`src/rtl/core/mnd_pkg.sv`:
```
// Shared constants, codes and control structs for the descriptor matcher.
`timescale 1ns / 1ps
package mnd_pkg;

  localparam int REQ_W      = 2;
  localparam int PT_IN_W    = 10;
  localparam int EL_IN_W    = 6;
  localparam int VAL_W      = 16;
  localparam int CNT_IN_W   = 11;
  localparam int ORD_W      = 10;
  localparam int TOT_W      = 11;
  localparam int DIST_W     = 17;
  localparam int CFG_IDX_W  = 2;
  localparam int CFG_DATA_W = 17;
  localparam int LEN_CFG_W  = 7;
  localparam int MINSIM_W   = 17;
  localparam int RATIO_W    = 16;

  // request codes
  localparam logic [REQ_W-1:0] REQ_LOAD_A = 2'd0;
  localparam logic [REQ_W-1:0] REQ_LOAD_B = 2'd1;
  localparam logic [REQ_W-1:0] REQ_RUN    = 2'd2;
  localparam logic [REQ_W-1:0] REQ_READ   = 2'd3;

  // register indexes
  localparam logic [CFG_IDX_W-1:0] CFG_DESC_LEN = 2'd0;
  localparam logic [CFG_IDX_W-1:0] CFG_MIN_SIM  = 2'd1;
  localparam logic [CFG_IDX_W-1:0] CFG_RATIO    = 2'd2;
  localparam logic [CFG_IDX_W-1:0] CFG_MUTUAL   = 2'd3;

  // reply kinds
  localparam logic KIND_RUN  = 1'b0;
  localparam logic KIND_READ = 1'b1;

  // register reset values
  localparam logic [LEN_CFG_W-1:0] DESC_LEN_RST = 7'd64;
  localparam logic [MINSIM_W-1:0]  MIN_SIM_RST  = 17'd0;
  localparam logic [RATIO_W-1:0]   RATIO_RST    = 16'd31130;
  localparam logic                 MUTUAL_RST   = 1'b1;

  typedef struct packed {
    logic load_a;
    logic load_b;
    logic run_latch;
    logic read_latch;
    logic clr_i;
    logic inc_i;
    logic clr_j;
    logic inc_j;
    logic dot_start;
    logic row_init;
    logic row_cmp;
    logic row_wr;
    logic col_init;
    logic col_cmp;
    logic col_wr;
    logic fin_chk;
    logic reply_run;
    logic reply_read;
  } mnd_cmd_t;

  typedef struct packed {
    logic dot_done;
    logic i_last;
    logic j_last;
    logic empty;
    logic mutual;
    logic out_free;
  } mnd_status_t;

endpackage

```
`src/rtl/core/mnd_ctrl.sv`:
```
// Sequencer for loads, row scan, column scan, match filtering and replies.
`timescale 1ns / 1ps
module mnd_ctrl (
  input  logic                       clk_i,
  input  logic                       rst_ni,
  input  logic                       in_valid_i,
  output logic                       in_stall_o,
  input  logic [mnd_pkg::REQ_W-1:0]  req_type_i,
  input  mnd_pkg::mnd_status_t       status_i,
  output mnd_pkg::mnd_cmd_t          cmd_o
);
  import mnd_pkg::*;

  typedef enum logic [4:0] {
    S_IDLE, S_RUN_CHK,
    S_R_INIT, S_R_DS, S_R_DW, S_R_CMP, S_R_WR,
    S_C_INIT, S_C_DS, S_C_DW, S_C_CMP, S_C_WR,
    S_F_RD, S_F_RD2, S_F_CHK,
    S_RUN_REPLY, S_RD_REPLY
  } state_e;

  state_e state_q, state_d;
  logic   accept;

  assign in_stall_o = (state_q != S_IDLE);
  assign accept     = in_valid_i && (state_q == S_IDLE);

  always_comb begin
    state_d = state_q;
    cmd_o   = '0;
    case (state_q)
      S_IDLE: begin
        if (accept) begin
          if (req_type_i inside {REQ_LOAD_A, REQ_LOAD_B}) begin
            cmd_o.load_a = (req_type_i == REQ_LOAD_A);
            cmd_o.load_b = (req_type_i == REQ_LOAD_B);
          end else if (req_type_i == REQ_RUN) begin
            cmd_o.run_latch = 1'b1;
            state_d = S_RUN_CHK;
          end else begin
            cmd_o.read_latch = 1'b1;
            state_d = S_RD_REPLY;
          end
        end
      end
      S_RUN_CHK: begin
        cmd_o.clr_i = 1'b1;
        state_d = status_i.empty ? S_RUN_REPLY : S_R_INIT;
      end
      S_R_INIT: begin
        cmd_o.clr_j    = 1'b1;
        cmd_o.row_init = 1'b1;
        state_d = S_R_DS;
      end
      S_R_DS: begin
        cmd_o.dot_start = 1'b1;
        state_d = S_R_DW;
      end
      S_R_DW: begin
        if (status_i.dot_done) state_d = S_R_CMP;
      end
      S_R_CMP: begin
        cmd_o.row_cmp = 1'b1;
        if (status_i.j_last) begin
          state_d = S_R_WR;
        end else begin
          cmd_o.inc_j = 1'b1;
          state_d = S_R_DS;
        end
      end
      S_R_WR: begin
        cmd_o.row_wr = 1'b1;
        if (!status_i.i_last) begin
          cmd_o.inc_i = 1'b1;
          state_d = S_R_INIT;
        end else if (status_i.mutual) begin
          cmd_o.clr_j = 1'b1;
          state_d = S_C_INIT;
        end else begin
          cmd_o.clr_i = 1'b1;
          state_d = S_F_RD;
        end
      end
      S_C_INIT: begin
        cmd_o.clr_i    = 1'b1;
        cmd_o.col_init = 1'b1;
        state_d = S_C_DS;
      end
      S_C_DS: begin
        cmd_o.dot_start = 1'b1;
        state_d = S_C_DW;
      end
      S_C_DW: begin
        if (status_i.dot_done) state_d = S_C_CMP;
      end
      S_C_CMP: begin
        cmd_o.col_cmp = 1'b1;
        if (status_i.i_last) begin
          state_d = S_C_WR;
        end else begin
          cmd_o.inc_i = 1'b1;
          state_d = S_C_DS;
        end
      end
      S_C_WR: begin
        cmd_o.col_wr = 1'b1;
        if (status_i.j_last) begin
          cmd_o.clr_i = 1'b1;
          state_d = S_F_RD;
        end else begin
          cmd_o.inc_j = 1'b1;
          state_d = S_C_INIT;
        end
      end
      S_F_RD:  state_d = S_F_RD2;
      S_F_RD2: state_d = S_F_CHK;
      S_F_CHK: begin
        cmd_o.fin_chk = 1'b1;
        if (status_i.i_last) begin
          state_d = S_RUN_REPLY;
        end else begin
          cmd_o.inc_i = 1'b1;
          state_d = S_F_RD;
        end
      end
      S_RUN_REPLY: begin
        if (status_i.out_free) begin
          cmd_o.reply_run = 1'b1;
          state_d = S_IDLE;
        end
      end
      S_RD_REPLY: begin
        if (status_i.out_free) begin
          cmd_o.reply_read = 1'b1;
          state_d = S_IDLE;
        end
      end
      default: state_d = S_IDLE;
    endcase
  end

  always_ff @(posedge clk_i or negedge rst_ni) begin
    if (!rst_ni) begin
      state_q <= S_IDLE;
    end else begin
      state_q <= state_d;
    end
  end

  // a run never finishes in the cycle after it is taken
  a_run_leaves_idle: assert property (@(posedge clk_i) disable iff (!rst_ni)
    cmd_o.run_latch |=> (state_q == S_RUN_CHK))
    else $error("run request did not start the sequence");

endmodule

```
`config.mk`:
```
export PLATFORM = sky130hd
export DESIGN_NAME = mnd_ctrl
export DESIGN_NICKNAME = d
export VERILOG_FILES = /design/src/rtl/core/mnd_pkg.sv /design/src/rtl/core/mnd_ctrl.sv
export SDC_FILE = /design/constraint.sdc
export NUM_CORES = 1
export LEC_CHECK = 0
export BUFFER_PORTS_ARGS = -buffer_cell sky130_fd_sc_hd__buf_4
export CAP_MARGIN = 10
export CORE_UTILIZATION = 50
export DETAILED_ROUTE_END_ITERATION = 8
export HOLD_SLACK_MARGIN = 0.1
export PLACE_DENSITY = 0.89
export SYNTH_ARGS = -nofsm -noshare
export SYNTH_HDL_FRONTEND = slang
export SYNTH_SLANG_ARGS = --single-unit
export TNS_END_PERCENT = 5
```
`constraint.sdc`:
```
create_clock -name clk_i -period 3.4 [get_ports clk_i]
set_input_delay 0.34 -clock clk_i [delete_from_list [all_inputs] [get_ports clk_i]]
set_output_delay 0.34 -clock clk_i [all_outputs]
set_load 0.03 [all_outputs]
```
==> impl_metrics.prom, run 1 <==
# TYPE chip_impl_metric gauge
chip_impl_metric{name="finalWorstPathRequiredPeriod",unit="ps"} 2300
chip_impl_metric{name="synthArstFlopShare",unit=""} 1.00
chip_impl_metric{name="synth-edff-count",unit=""} 0
chip_impl_metric{name="timing.max_slew.rel_slack",unit=""} 0.540
chip_impl_metric{name="postSynthAreaPerCell",unit="sq um"} 7.70
chip_impl_metric{name="dr_total_vias",unit=""} 816
chip_impl_metric{name="cts_buffer_depth",unit=""} 2
chip_impl_metric{name="largest_reg_flops",unit=""} 5
chip_impl_metric{name="post_route_cells_drive_above_1_share",unit=""} 0.358
chip_impl_metric{name="initial_core_util",unit=""} 0.543
chip_impl_metric{name="final_net_count",unit=""} 132
chip_impl_metric{name="detail-route-antenna-nets",unit=""} 0
chip_impl_metric{name="cp_data_required_time",unit="ps"} 3060
chip_impl_metric{name="power_density_normalized_to_cell_area",unit="nW/um^2"} 877
chip_impl_metric{name="drt_first_iter_violations",unit=""} 25
chip_impl_metric{name="hold_slack",unit="ps"} 412
chip_impl_info{name="registers.top_by_ff_count",value="state_q"} 1
chip_impl_metric{name="grt_max_degree",unit=""} 19
chip_impl_metric{name="timing.critical_path.arrival",unit="ps"} 1960
chip_impl_metric{name="place.port_buffers",unit=""} 29
chip_impl_metric{name="clock_latency",unit="ps"} 250
chip_impl_metric{name="core",unit="sq um"} 1320
chip_impl_info{name="critical_path.endpoint_type",value="output pin"} 1
chip_impl_metric{name="synthCells",unit=""} 93
chip_impl_metric{name="slew_at_the_pin_closest_to_its_max_slew_limit",unit="ps"} 690
chip_impl_info{name="clock_tree_from_tritoncts",value="built"} 1
chip_impl_metric{name="initial_antenna_violation_count",unit=""} 0
chip_impl_metric{name="max_freq",unit="GHz"} 0.435
chip_impl_metric{name="post-place-cells",unit=""} 130
chip_impl_metric{name="syn_nets",unit=""} 104
chip_impl_info{name="cts.root.buffer_cell",value="clkbuf_4"} 1
chip_impl_info{name="critPathLaunchType",value="flip-flop"} 1
chip_impl_metric{name="syn_area",unit="sq um"} 716
chip_impl_info{name="grt_setup_unrepaired",value="no"} 1
chip_impl_metric{name="die_height",unit="microns"} 39.8
chip_impl_metric{name="cts_resized",unit=""} 0
chip_impl_metric{name="synthDistinctLibCells",unit=""} 37
chip_impl_metric{name="global_route_wire_length_before_repair",unit="mm"} 2.80
chip_impl_metric{name="placement_row_count",unit=""} 13
chip_impl_info{name="reg.largest.list",value="state_q (5)"} 1
chip_impl_metric{name="detail_route.drc_violations",unit=""} 0
chip_impl_metric{name="htreeDepth",unit=""} 1
chip_impl_metric{name="top_level_ports",unit=""} 30
chip_impl_metric{name="final_hold_vios",unit=""} 0
chip_impl_metric{name="avgRoutedWirePerCell",unit="microns"} 14.0
chip_impl_metric{name="synth_seq_area_share",unit=""} 0.175
chip_impl_metric{name="n_antenna_cell",unit=""} 0
chip_impl_metric{name="irDropWorstVdd",unit="mV"} 0.506
chip_impl_metric{name="tns",unit="ps"} 0
chip_impl_info{name="ys_dominant_reg_cell",value="dfrtp_1"} 1
chip_impl_metric{name="worstPathMaxFanout",unit=""} 18
chip_impl_metric{name="postSynthRegisterBits",unit=""} 5
chip_impl_metric{name="number_of_cts_inserted_buffers",unit=""} 3
chip_impl_metric{name="place.detailed.hpwl",unit="mm"} 1.47
chip_impl_metric{name="post_drt_via_cell_ratio",unit=""} 6.04
chip_impl_info{name="critical_setup_path_kind",value="reg2out"} 1
chip_impl_metric{name="final-instance-count-excl-fill",unit=""} 135
chip_impl_metric{name="drt_wl_total",unit="mm"} 1.89
chip_impl_metric{name="grt.overflow.total",unit=""} 0
chip_impl_metric{name="dieWidth",unit="microns"} 39.8
chip_impl_metric{name="post-cts-setup-buffer-count",unit=""} 0
chip_impl_metric{name="slew_violations",unit=""} 0
chip_impl_metric{name="clk_pin_slew",unit="ps"} 50
chip_impl_metric{name="leakage_component_of_the_power",unit="nW"} 0.399
chip_impl_metric{name="yosys_warnings",unit=""} 0
chip_impl_metric{name="place.gp.congestion",unit=""} 0.821
chip_impl_info{name="hold_path_class",value="in2async"} 1
chip_impl_metric{name="drt_first_pass_iters",unit=""} 4
chip_impl_metric{name="track_usage",unit=""} 0.271
chip_impl_info{name="run_status",value="completed"} 1
chip_impl_metric{name="fin_crit_sh",unit=""} 0.676
chip_impl_metric{name="area_added_between_synthesis_and_finish",unit="%"} 30.4
chip_impl_metric{name="finalSetupViolCount",unit=""} 0
chip_impl_metric{name="max_cap_violations",unit=""} 0
chip_impl_metric{name="finalClockSkew",unit="ps"} 4.10
chip_impl_metric{name="first_global_vias",unit=""} 664
chip_impl_metric{name="floorplan.die_area",unit="sq um"} 1590
chip_impl_metric{name="cts.sinks",unit=""} 5
[through the flow]
stage                     utilization  setup WS [ps]  instance area (sq um)  total power [mW]
final                           0.708           1100                    933             0.819
after CTS                       0.708           1110                    933             0.816
after global routing            0.708            988                    933             0.874
after floorplan                     -           1270                    716             0.628
after global placement          0.681           1460                    897             0.729
after detailed placement        0.681           1400                    897             0.740
[synth_stat cells (2+ instances only)]
master    instances  area, sq um
a21o_1            2         15.0
a21oi_1           2         10.0
a22oi_1           2         15.0
buf_2             2         10.0
buf_4             3         22.5
buf_6             2         22.5
dfrtp_1           5          125
mux2_2            2         22.5
nand2_1           9         33.8
nand2b_1          5         31.3
nand2b_4          2         27.5
nand3_1           5         25.0
nor2_1           14         52.6
nor2b_1           5         31.3
nor3_1            7         35.0
nor3b_1           2         15.0
o21ai_0           2         10.0
o21ai_1           3         15.0
[routing by layer]
layer | vias to the layer above | track usage | wire length [microns]
met3 | 5 | 0.0568 | 105
li1 | 396 | - | -
met2 | 30 | 0.443 | 964
met1 | 385 | 0.332 | 791
met4 | 0 | 0.129 | 30
met5 | - | 0 | 0
[report_power, final]
part	internal, mW	switching [mW]
clock	0.0446	0.0284
sequential	0.0830	0.107
combinational	0.250	0.305
[worst max-delay path, cell delays in order, from the launching register on]
cell     delay [ps]
dfrtp_1         620
nor4_4          460
nand3_1         200
nor3b_1         220
buf_4           190
[layout by cell type (no fill, tap or decap), types with 2 or more instances in the layout]
cell,count
mux2_2,2
a21oi_1,2
nand3_1,5
nor3_1,7
nor2b_1,5
clkbuf_4,3
a22oi_1,2
nand2b_4,2
buf_4,29
o21ai_1,3
dfrtp_1,5
a21o_1,2
nor3b_1,2
o21ai_0,2
nand2b_1,5
nor2_1,14
nand2_1,9
[final timing paths]
check	startpoint	to	slack, ps	cells after the start
setup / recovery	state_q[3]	cmd_o[16]	1100	4
min in group clk_i	status_i[3]	state_q[3]	430	3
max in group asynchronous	rst_ni	state_q[1]	2880	2
setup reg to reg	state_q[3]	state_q[0]	1550	5
hold reg to reg	state_q[4]	state_q[1]	670	1
hold / removal	rst_ni	state_q[0]	410	2
[cell families after synthesis]
family,share of synthesized area
AO/OA/AOI/OAI,0.260
buffers and inverters,0.0822
flip-flops,0.175
multiplexers,0.0524
AND/OR/NAND/NOR,0.430
[final cells by class]
cell class	count	area [sq um]
inverter	1	3.75
sequential	5	125
tap	15	18.8
multi-input combinational	80	532
clock buffer	4	26.3
timing repair buffer	30	228
fill	112	384
[what timing repair did]
item / CTS / global route
hold buffers: 1 / 0
setup endpoints to repair: 0 / 0
hold endpoints to repair: 5 / 0
No activity file was read; power rests on OpenSTA's default activity.
==> run 2, diff against run 1 <==
--- a/config.mk
+++ b/config.mk
@@ -5,12 +5,13 @@
 export SDC_FILE = /design/constraint.sdc
 export NUM_CORES = 1
 export LEC_CHECK = 0
+export ABC_AREA = 1
 export BUFFER_PORTS_ARGS = -buffer_cell sky130_fd_sc_hd__buf_4
 export CAP_MARGIN = 10
-export CORE_UTILIZATION = 50
+export CORE_UTILIZATION = 46
 export DETAILED_ROUTE_END_ITERATION = 8
 export HOLD_SLACK_MARGIN = 0.1
-export PLACE_DENSITY = 0.89
+export PLACE_DENSITY = 0.84
 export SYNTH_ARGS = -nofsm -noshare
 export SYNTH_HDL_FRONTEND = slang
 export SYNTH_SLANG_ARGS = --single-unit
==> constraint.sdc (replaced) <==
create_clock -name clk_i -period 2.2 [get_ports clk_i]
set_input_delay 0.22 -clock clk_i [delete_from_list [all_inputs] [get_ports clk_i]]
set_output_delay 0.22 -clock clk_i [all_outputs]
set_load 0.03 [all_outputs]
==> run 2 against run 1 <==
Compared with the run above: area after synthesis down 5.4%; first-iteration DRC count up 120%; setup slack worse by 730 ps; critical path type unchanged; largest cell class unchanged; sequential share of layout area is 0.071 points lower; synthesized cell count is 35% higher; critical path depth increased by 2; power is 51% higher; largest power group unchanged; global-route usage shrank 0.43 points; design area increased by 0.54%; register-to-register slack worse by 880 ps; wire length increased by 8.8%; sequential power rose by 9%.
==> impl_metrics.prom, run 2 <==
# TYPE chip_impl_metric gauge
chip_impl_metric{name="worstPathMaxFanout",unit=""} 11
chip_impl_metric{name="max_cap_violations",unit=""} 0
chip_impl_metric{name="post_route_cells_drive_above_1_share",unit=""} 0.302
chip_impl_info{name="run_status",value="completed"} 1
chip_impl_metric{name="finalClockSkew",unit="ps"} 1.97
chip_impl_metric{name="avgRoutedWirePerCell",unit="microns"} 11.8
chip_impl_metric{name="synthDistinctLibCells",unit=""} 17
chip_impl_metric{name="synthArstFlopShare",unit=""} 1.00
chip_impl_metric{name="place.port_buffers",unit=""} 29
chip_impl_metric{name="n_antenna_cell",unit=""} 0
chip_impl_info{name="worst_r2r_startpoint",value="state_q[4]"} 1
chip_impl_metric{name="place.detailed.hpwl",unit="mm"} 1.62
chip_impl_metric{name="cts_resized",unit=""} 0
chip_impl_metric{name="cts.sinks",unit=""} 5
chip_impl_metric{name="final_net_count",unit=""} 171
chip_impl_metric{name="floorplan.die_area",unit="sq um"} 1630
chip_impl_metric{name="first_global_vias",unit=""} 725
chip_impl_info{name="crit_family",value="simple AND/OR/NAND/NOR gates"} 1
chip_impl_metric{name="final-instance-count-excl-fill",unit=""} 174
chip_impl_metric{name="timing.critical_path.arrival",unit="ps"} 1610
chip_impl_metric{name="slew_violations",unit=""} 0
chip_impl_metric{name="post-place-cells",unit=""} 169
chip_impl_metric{name="die_height",unit="microns"} 40.4
chip_impl_metric{name="finalWorstPathRequiredPeriod",unit="ps"} 1830
chip_impl_metric{name="drt_wl_total",unit="mm"} 2.06
chip_impl_metric{name="post_drt_via_cell_ratio",unit=""} 5.20
chip_impl_metric{name="syn_nets",unit=""} 137
chip_impl_info{name="cts.root.buffer_cell",value="clkbuf_4"} 1
chip_impl_metric{name="synth_seq_area_share",unit=""} 0.185
chip_impl_info{name="worstPathCellList",value="inv_2 -> nand3_1 -> nor2_1 -> nand2_1 -> nand4_1 -> buf_4"} 1
chip_impl_metric{name="post-cts-setup-buffer-count",unit=""} 0
chip_impl_metric{name="clock_latency",unit="ps"} 240
chip_impl_info{name="critical_path.endpoint_type",value="output pin"} 1
chip_impl_metric{name="initial_core_util",unit=""} 0.508
chip_impl_metric{name="global_route_wire_length_before_repair",unit="mm"} 2.95
chip_impl_metric{name="postSynthAreaPerCell",unit="sq um"} 5.37
chip_impl_metric{name="placement_row_count",unit=""} 13
chip_impl_info{name="critical_setup_path_kind",value="reg2out"} 1
chip_impl_info{name="hold_path_class",value="in2async"} 1
chip_impl_info{name="synth_common_cells",value="38 x nand2_1, 19 x nor2_1, 17 x inv_1, 15 x nand3_1, 6 x inv_2"} 1
chip_impl_metric{name="htreeDepth",unit=""} 1
chip_impl_metric{name="yosysTopAreaCellShare",unit=""} 0.211
chip_impl_metric{name="detail_route.drc_violations",unit=""} 0
chip_impl_metric{name="number_of_cts_inserted_buffers",unit=""} 3
chip_impl_metric{name="power_density_normalized_to_cell_area",unit="nW/um^2"} 1310
chip_impl_info{name="registers.top_by_ff_count",value="state_q"} 1
chip_impl_metric{name="top_level_ports",unit=""} 30
chip_impl_metric{name="post_route_core_utilization",unit=""} 0.704
chip_impl_info{name="worstSetupStartpoint",value="state_q[4]"} 1
chip_impl_metric{name="dr_total_vias",unit=""} 905
chip_impl_info{name="critPathLaunchType",value="flip-flop"} 1
chip_impl_metric{name="irDropWorstVdd",unit="mV"} 0.808
chip_impl_info{name="layout_commonest_cell",value="nand2_1"} 1
chip_impl_info{name="grt_setup_unrepaired",value="no"} 1
chip_impl_metric{name="grt_max_degree",unit=""} 12
chip_impl_metric{name="tns",unit="ps"} 0
chip_impl_metric{name="timing.max_slew.rel_slack",unit=""} 0.798
chip_impl_metric{name="postSynthRegisterBits",unit=""} 5
chip_impl_metric{name="finalSetupViolCount",unit=""} 0
chip_impl_metric{name="synthCells",unit=""} 126
chip_impl_metric{name="leakage_component_of_the_power",unit="nW"} 0.591
chip_impl_metric{name="yosys_warnings",unit=""} 0
chip_impl_metric{name="cts_buffer_depth",unit=""} 2
chip_impl_metric{name="area_added_between_synthesis_and_finish",unit="%"} 38.6
chip_impl_metric{name="drt_first_pass_iters",unit=""} 5
chip_impl_metric{name="core",unit="sq um"} 1330
chip_impl_info{name="ys_top_cells_by_area",value="nand2_1 21%, dfrtp_1 18%, nand3_1 11%"} 1
chip_impl_metric{name="dieWidth",unit="microns"} 40.4
chip_impl_info{name="ys_dominant_reg_cell",value="dfrtp_1"} 1
chip_impl_metric{name="synth-edff-count",unit=""} 0
chip_impl_metric{name="initial_antenna_violation_count",unit=""} 0
chip_impl_info{name="most_frequently_used_cell_type_in_the_post_synthesis_netlist",value="nand2_1"} 1
chip_impl_metric{name="crit_buf_inv",unit=""} 2
chip_impl_metric{name="max_freq",unit="GHz"} 0.547
chip_impl_metric{name="critical_path.max_stage_delay",unit="ps"} 430
chip_impl_metric{name="place.gp.congestion",unit=""} 0.876
chip_impl_metric{name="largest_reg_flops",unit=""} 5
chip_impl_info{name="reg.largest.list",value="state_q (5)"} 1
chip_impl_info{name="most-common-layout-cells",value="38 x nand2_1, 29 x buf_4, 19 x nor2_1"} 1
chip_impl_metric{name="totalPowerFinal",unit="mW"} 1.23
chip_impl_metric{name="fin_crit_sh",unit=""} 0.832
chip_impl_metric{name="slew_at_the_pin_closest_to_its_max_slew_limit",unit="ps"} 301
chip_impl_metric{name="detail-route-antenna-nets",unit=""} 0
chip_impl_info{name="critical_path.slowest_cell",value="dfrtp_1"} 1
chip_impl_metric{name="final_hold_vios",unit=""} 0
chip_impl_info{name="cell_type_contributing_the_most_total_cell_area_after_synthesis",value="nand2_1"} 1
chip_impl_metric{name="grt.overflow.total",unit=""} 0
chip_impl_metric{name="track_usage",unit=""} 0.267
chip_impl_metric{name="cp_data_required_time",unit="ps"} 1980
chip_impl_metric{name="syn_area",unit="sq um"} 677
chip_impl_info{name="clock_tree_from_tritoncts",value="built"} 1
chip_impl_metric{name="drt_first_iter_violations",unit=""} 55
chip_impl_metric{name="clk_pin_slew",unit="ps"} 40
-- run 2: cell types whose count changed after synthesis, moves of 6 or more --
| cell | previous run | this run |
|---|---|---|
| nand3_1 | 5 | 15 |
| inv_1 | 1 | 17 |
| inv_2 | 0 | 6 |
| nand2_1 | 9 | 38 |
-- run 2: kinds of logic after synthesis --
logic type      share of synthesized area
simple gates                        0.608
buf+inv                             0.144
flops                               0.185
compound gates                     0.0628
-- run 2: worst paths after layout --
kind | endpoint | slack [ps] | cells after the start
worst max-delay path | cmd_o[13] | 370 | 6
worst min-delay path | state_q[0] | 310 | 2
worst max register to register | state_q[3] | 670 | 11
worst min register to register | state_q[1] | 600 | 2
max in group asynchronous | state_q[1] | 1780 | 2
min in group clk_i | state_q[4] | 310 | 3
-- run 2: where the power goes --
part	switching, mW	leakage, nW	internal, mW
combinational	0.618	0.513	0.303
sequential	0.0738	0.0637	0.134
clock	0.0352	0.0150	0.0684
-- run 2: what timing repair did --
item,4_1_cts,5_1_grt
setup endpoints to repair,0,0
hold buffers,1,0
hold endpoints to repair,5,0
-- run 2: layout make-up --
class / instances / area (sq um)
Clock buffer: 4 / 26.3
Fill cell: 128 / 395
Inverter: 23 / 86.3
Multi-Input combinational cell: 97 / 454
Sequential cell: 5 / 125
Tap cell: 15 / 18.8
Timing Repair Buffer: 30 / 228
-- run 2: worst register-to-register path: cells and delay by family, from the launching register on --
kind	cells	cell delay [ps]
simple gates	7	670
flops	1	420
buf+inv	4	330
-- run 2: routing by layer --
| layer | part of all wire | vias up | global-route usage |
|---|---|---|---|
| li1 | - | 459 | - |
| met1 | 0.46 | 412 | 0.370 |
| met2 | 0.49 | 34 | 0.433 |
| met3 | 0.050 | 0 | 0.00556 |
| met4 | 0 | 0 | 0.108 |
| met5 | 0 | - | 0 |
-- run 2: metrics by stage --
step | hold WS [ps] | cell area, sq um | setup WS [ps]
after floorplan | -75.6 | 677 | 355
after global placement | 21.6 | 902 | 679
after detailed placement | 24.7 | 902 | 643
after CTS | 301 | 938 | 374
after global routing | 328 | 938 | 201
final | 307 | 938 | 371
==> run 3, diff against run 2 <==
--- a/config.mk
+++ b/config.mk
@@ -8,10 +8,10 @@
 export ABC_AREA = 1
 export BUFFER_PORTS_ARGS = -buffer_cell sky130_fd_sc_hd__buf_4
 export CAP_MARGIN = 10
-export CORE_UTILIZATION = 46
+export CORE_UTILIZATION = 41
 export DETAILED_ROUTE_END_ITERATION = 8
 export HOLD_SLACK_MARGIN = 0.1
-export PLACE_DENSITY = 0.84
+export PLACE_DENSITY = 0.8
 export SYNTH_ARGS = -nofsm -noshare
 export SYNTH_HDL_FRONTEND = slang
 export SYNTH_SLANG_ARGS = --single-unit
==> constraint.sdc (replaced) <==
create_clock -name clk_i -period 1.6 [get_ports clk_i]
set_input_delay 0.16 -clock clk_i [delete_from_list [all_inputs] [get_ports clk_i]]
set_output_delay 0.16 -clock clk_i [all_outputs]
set_load 0.03 [all_outputs]
==> run 3 against run 2 <==
Compared with the run above: the flow now finishes with violations (negative setup slack); via count increased by 9.9%; clock power increased by 41%; sequential power increased by 51%; count of clock-buffer cells in the layout decreased by 1; clock skew increased by 3.2 ps; first-iteration DRC count decreased by 11%; power increased by 62%; final cell count increased by 6.9%; critical path depth unchanged; design area increased by 16%; sequential cell count unchanged; register-to-register slack got worse by 560 ps.
==> impl_metrics.prom, run 3 (same netlist as run 2, synthesis figures left out) <==
# TYPE chip_impl_metric gauge
chip_impl_metric{name="die_height",unit="microns"} 42.6
chip_impl_metric{name="timing.critical_path.arrival",unit="ps"} 1460
chip_impl_metric{name="finalSetupViolCount",unit=""} 3
chip_impl_info{name="worstPathCellList",value="nor2_4 -> nand2_2 -> nor2_4 -> nand2_2 -> nor3_2 -> buf_4"} 1
chip_impl_info{name="clock_tree_from_tritoncts",value="built"} 1
chip_impl_metric{name="power_density_normalized_to_cell_area",unit="nW/um^2"} 1840
chip_impl_info{name="critical_setup_path_kind",value="reg2out"} 1
chip_impl_info{name="globalRoute.busiestLayer",value="met2"} 1
chip_impl_info{name="critical_path.slowest_cell",value="dfrtp_2"} 1
chip_impl_metric{name="clk_pin_slew",unit="ps"} 50
chip_impl_metric{name="detail-route-antenna-nets",unit=""} 0
chip_impl_info{name="most-common-layout-cells",value="39 x buf_4, 36 x nand2_1, 17 x nor2_1"} 1
chip_impl_metric{name="setup_slack",unit="ps"} -17.9
chip_impl_metric{name="max_freq",unit="GHz"} 0.618
chip_impl_metric{name="global_route_wire_length_before_repair",unit="mm"} 3.80
chip_impl_metric{name="initial_core_util",unit=""} 0.444
chip_impl_metric{name="area_added_between_synthesis_and_finish",unit="%"} 60.6
chip_impl_metric{name="irDropWorstVdd",unit="mV"} 1.17
chip_impl_metric{name="grt_max_degree",unit=""} 9
chip_impl_metric{name="grt.met3_usage",unit=""} 0.0259
chip_impl_metric{name="post_route_core_utilization",unit=""} 0.713
chip_impl_info{name="violations_in_the_final_reports",value="negative setup slack"} 1
chip_impl_info{name="cts.root.buffer_cell",value="clkbuf_4"} 1
chip_impl_metric{name="timing.max_slew.rel_slack",unit=""} 0.844
chip_impl_info{name="critical_path.endpoint_type",value="output pin"} 1
chip_impl_info{name="run_status",value="finished, violations left"} 1
chip_impl_info{name="grt_setup_unrepaired",value="yes"} 1
chip_impl_metric{name="tns",unit="ps"} -28.6
chip_impl_metric{name="drt_first_iter_violations",unit=""} 49
chip_impl_metric{name="final_net_count",unit=""} 182
chip_impl_metric{name="cts.sinks",unit=""} 5
chip_impl_metric{name="top_level_ports",unit=""} 30
chip_impl_metric{name="avgRoutedWirePerCell",unit="microns"} 12.5
chip_impl_metric{name="final_hold_vios",unit=""} 0
chip_impl_metric{name="drt_first_pass_iters",unit=""} 5
chip_impl_info{name="registers.top_by_ff_count",value="state_q"} 1
chip_impl_metric{name="place.detailed.hpwl",unit="mm"} 1.63
chip_impl_metric{name="leakage_component_of_the_power",unit="nW"} 0.652
chip_impl_metric{name="htreeDepth",unit=""} 1
chip_impl_metric{name="met1_usage",unit=""} 0.340
chip_impl_metric{name="dr_total_vias",unit=""} 995
chip_impl_metric{name="critical_path.max_stage_delay",unit="ps"} 450
chip_impl_metric{name="met2_usage_in_global_routing",unit=""} 0.464
chip_impl_metric{name="slew_violations",unit=""} 0
chip_impl_metric{name="post_drt_via_cell_ratio",unit=""} 5.35
chip_impl_metric{name="first_global_vias",unit=""} 886
chip_impl_metric{name="grt.overflow.total",unit=""} 0
chip_impl_metric{name="finalClockSkew",unit="ps"} 5.20
chip_impl_metric{name="place.port_buffers",unit=""} 29
chip_impl_metric{name="finalWorstPathRequiredPeriod",unit="ps"} 1620
chip_impl_metric{name="place.gp.congestion",unit=""} 0.911
chip_impl_metric{name="fin_crit_sh",unit=""} 1.01
chip_impl_metric{name="number_of_cts_inserted_buffers",unit=""} 3
chip_impl_info{name="critPathLaunchType",value="flip-flop"} 1
chip_impl_metric{name="detail_route.drc_violations",unit=""} 0
chip_impl_metric{name="placement_row_count",unit=""} 14
chip_impl_metric{name="post_route_cells_drive_above_1_share",unit=""} 0.435
chip_impl_metric{name="clock_latency",unit="ps"} 250
chip_impl_metric{name="max_cap_violations",unit=""} 0
chip_impl_metric{name="floorplan.die_area",unit="sq um"} 1820
chip_impl_metric{name="cts_buffer_depth",unit=""} 2
chip_impl_metric{name="track_usage",unit=""} 0.274
chip_impl_metric{name="worstPathMaxFanout",unit=""} 6
chip_impl_metric{name="largest_reg_flops",unit=""} 5
chip_impl_metric{name="slew_at_the_pin_closest_to_its_max_slew_limit",unit="ps"} 233
chip_impl_info{name="hold_path_class",value="in2async"} 1
chip_impl_info{name="reg.largest.list",value="state_q (5)"} 1
chip_impl_info{name="layout_commonest_cell",value="buf_4"} 1
chip_impl_metric{name="drt_wl_total",unit="mm"} 2.32
chip_impl_metric{name="cp_data_required_time",unit="ps"} 1440
chip_impl_metric{name="core",unit="sq um"} 1520
chip_impl_metric{name="n_antenna_cell",unit=""} 0
chip_impl_metric{name="initial_antenna_violation_count",unit=""} 0
chip_impl_metric{name="dieWidth",unit="microns"} 42.6
run 3: changes by cell type in the layout (fill, tap and decap cells not counted), moves of 4 or more:
| cell | previous run | this run |
|---|---|---|
| buf_4 | 29 | 39 |
| dfrtp_1 | 5 | 0 |
| dfrtp_2 | 0 | 5 |
| nor2_4 | 3 | 7 |
run 3: path summary, 6_finish.rpt:
path | startpoint | end | slack (ps) | cells past startpoint
max | state_q[2] | cmd_o[17] | -20 | 6
min | rst_ni | state_q[3] | 250 | 2
max reg2reg | state_q[4] | state_q[3] | 110 | 9
min reg2reg | state_q[1] | state_q[1] | 690 | 3
max in group asynchronous | rst_ni | state_q[2] | 1230 | 2
min in group clk_i | in_valid_i | state_q[4] | 260 | 3
run 3: metal layers:
metal	part of all wire	routed length, microns
met5	0	0
met4	0.016	37
met3	0.078	181
met2	0.50	1160
met1	0.41	947
run 3: critical path, delay by kind of cell, from the launching register on:
kind	cells	cell delay [ps]
DFF	1	450
and+or+nand+nor	5	580
buffers and inverters	1	180
run 3: power breakdown:
| group | leakage, nW | total (mW) | internal (mW) | switching (mW) |
|---|---|---|---|---|
| logic | 0.577 | 1.54 | 0.567 | 0.971 |
| clock network | 0.0177 | 0.147 | 0.0906 | 0.0561 |
| registers | 0.0572 | 0.314 | 0.195 | 0.119 |
| total | 0.652 | 2.00 | 0.852 | 1.15 |
run 3: timing repair:
item / 4_1_cts / 5_1_grt
endpoints found under the setup margin: 8 / 13
pin swaps: 4 / 5
hold buffers: 1 / 0
setup buffers: 8 / 2
endpoints found under the hold margin: 5 / 0
gates resized for setup: 13 / 6
run 3: layout make-up:
cell class | count | area, sq um
Clock inverter | 1 | 5.00
Fill cell | 126 | 437
Timing Repair Buffer | 41 | 314
Clock buffer | 3 | 22.5
Inverter | 23 | 88.8
Sequential cell | 5 | 131
Multi-Input combinational cell | 97 | 505
Tap cell | 16 | 20.0
run 3: stage by stage:
| stage | power, mW | hold slack [ps] | setup slack, ps | area, sq um | std cells |
|---|---|---|---|---|---|
| floorplan | 1.18 | -136 | -180 | 683 | 126 |
| global placement | 1.55 | -37.2 | 110 | 917 | 171 |
| detailed placement | 1.56 | -35.8 | 63.2 | 917 | 171 |
| CTS | 1.89 | 239 | -3.72 | 1050 | 184 |
| global route | 2.13 | 255 | -91.3 | 1090 | 186 |
| finish | 2.00 | 246 | -17.9 | 1090 | 186 |
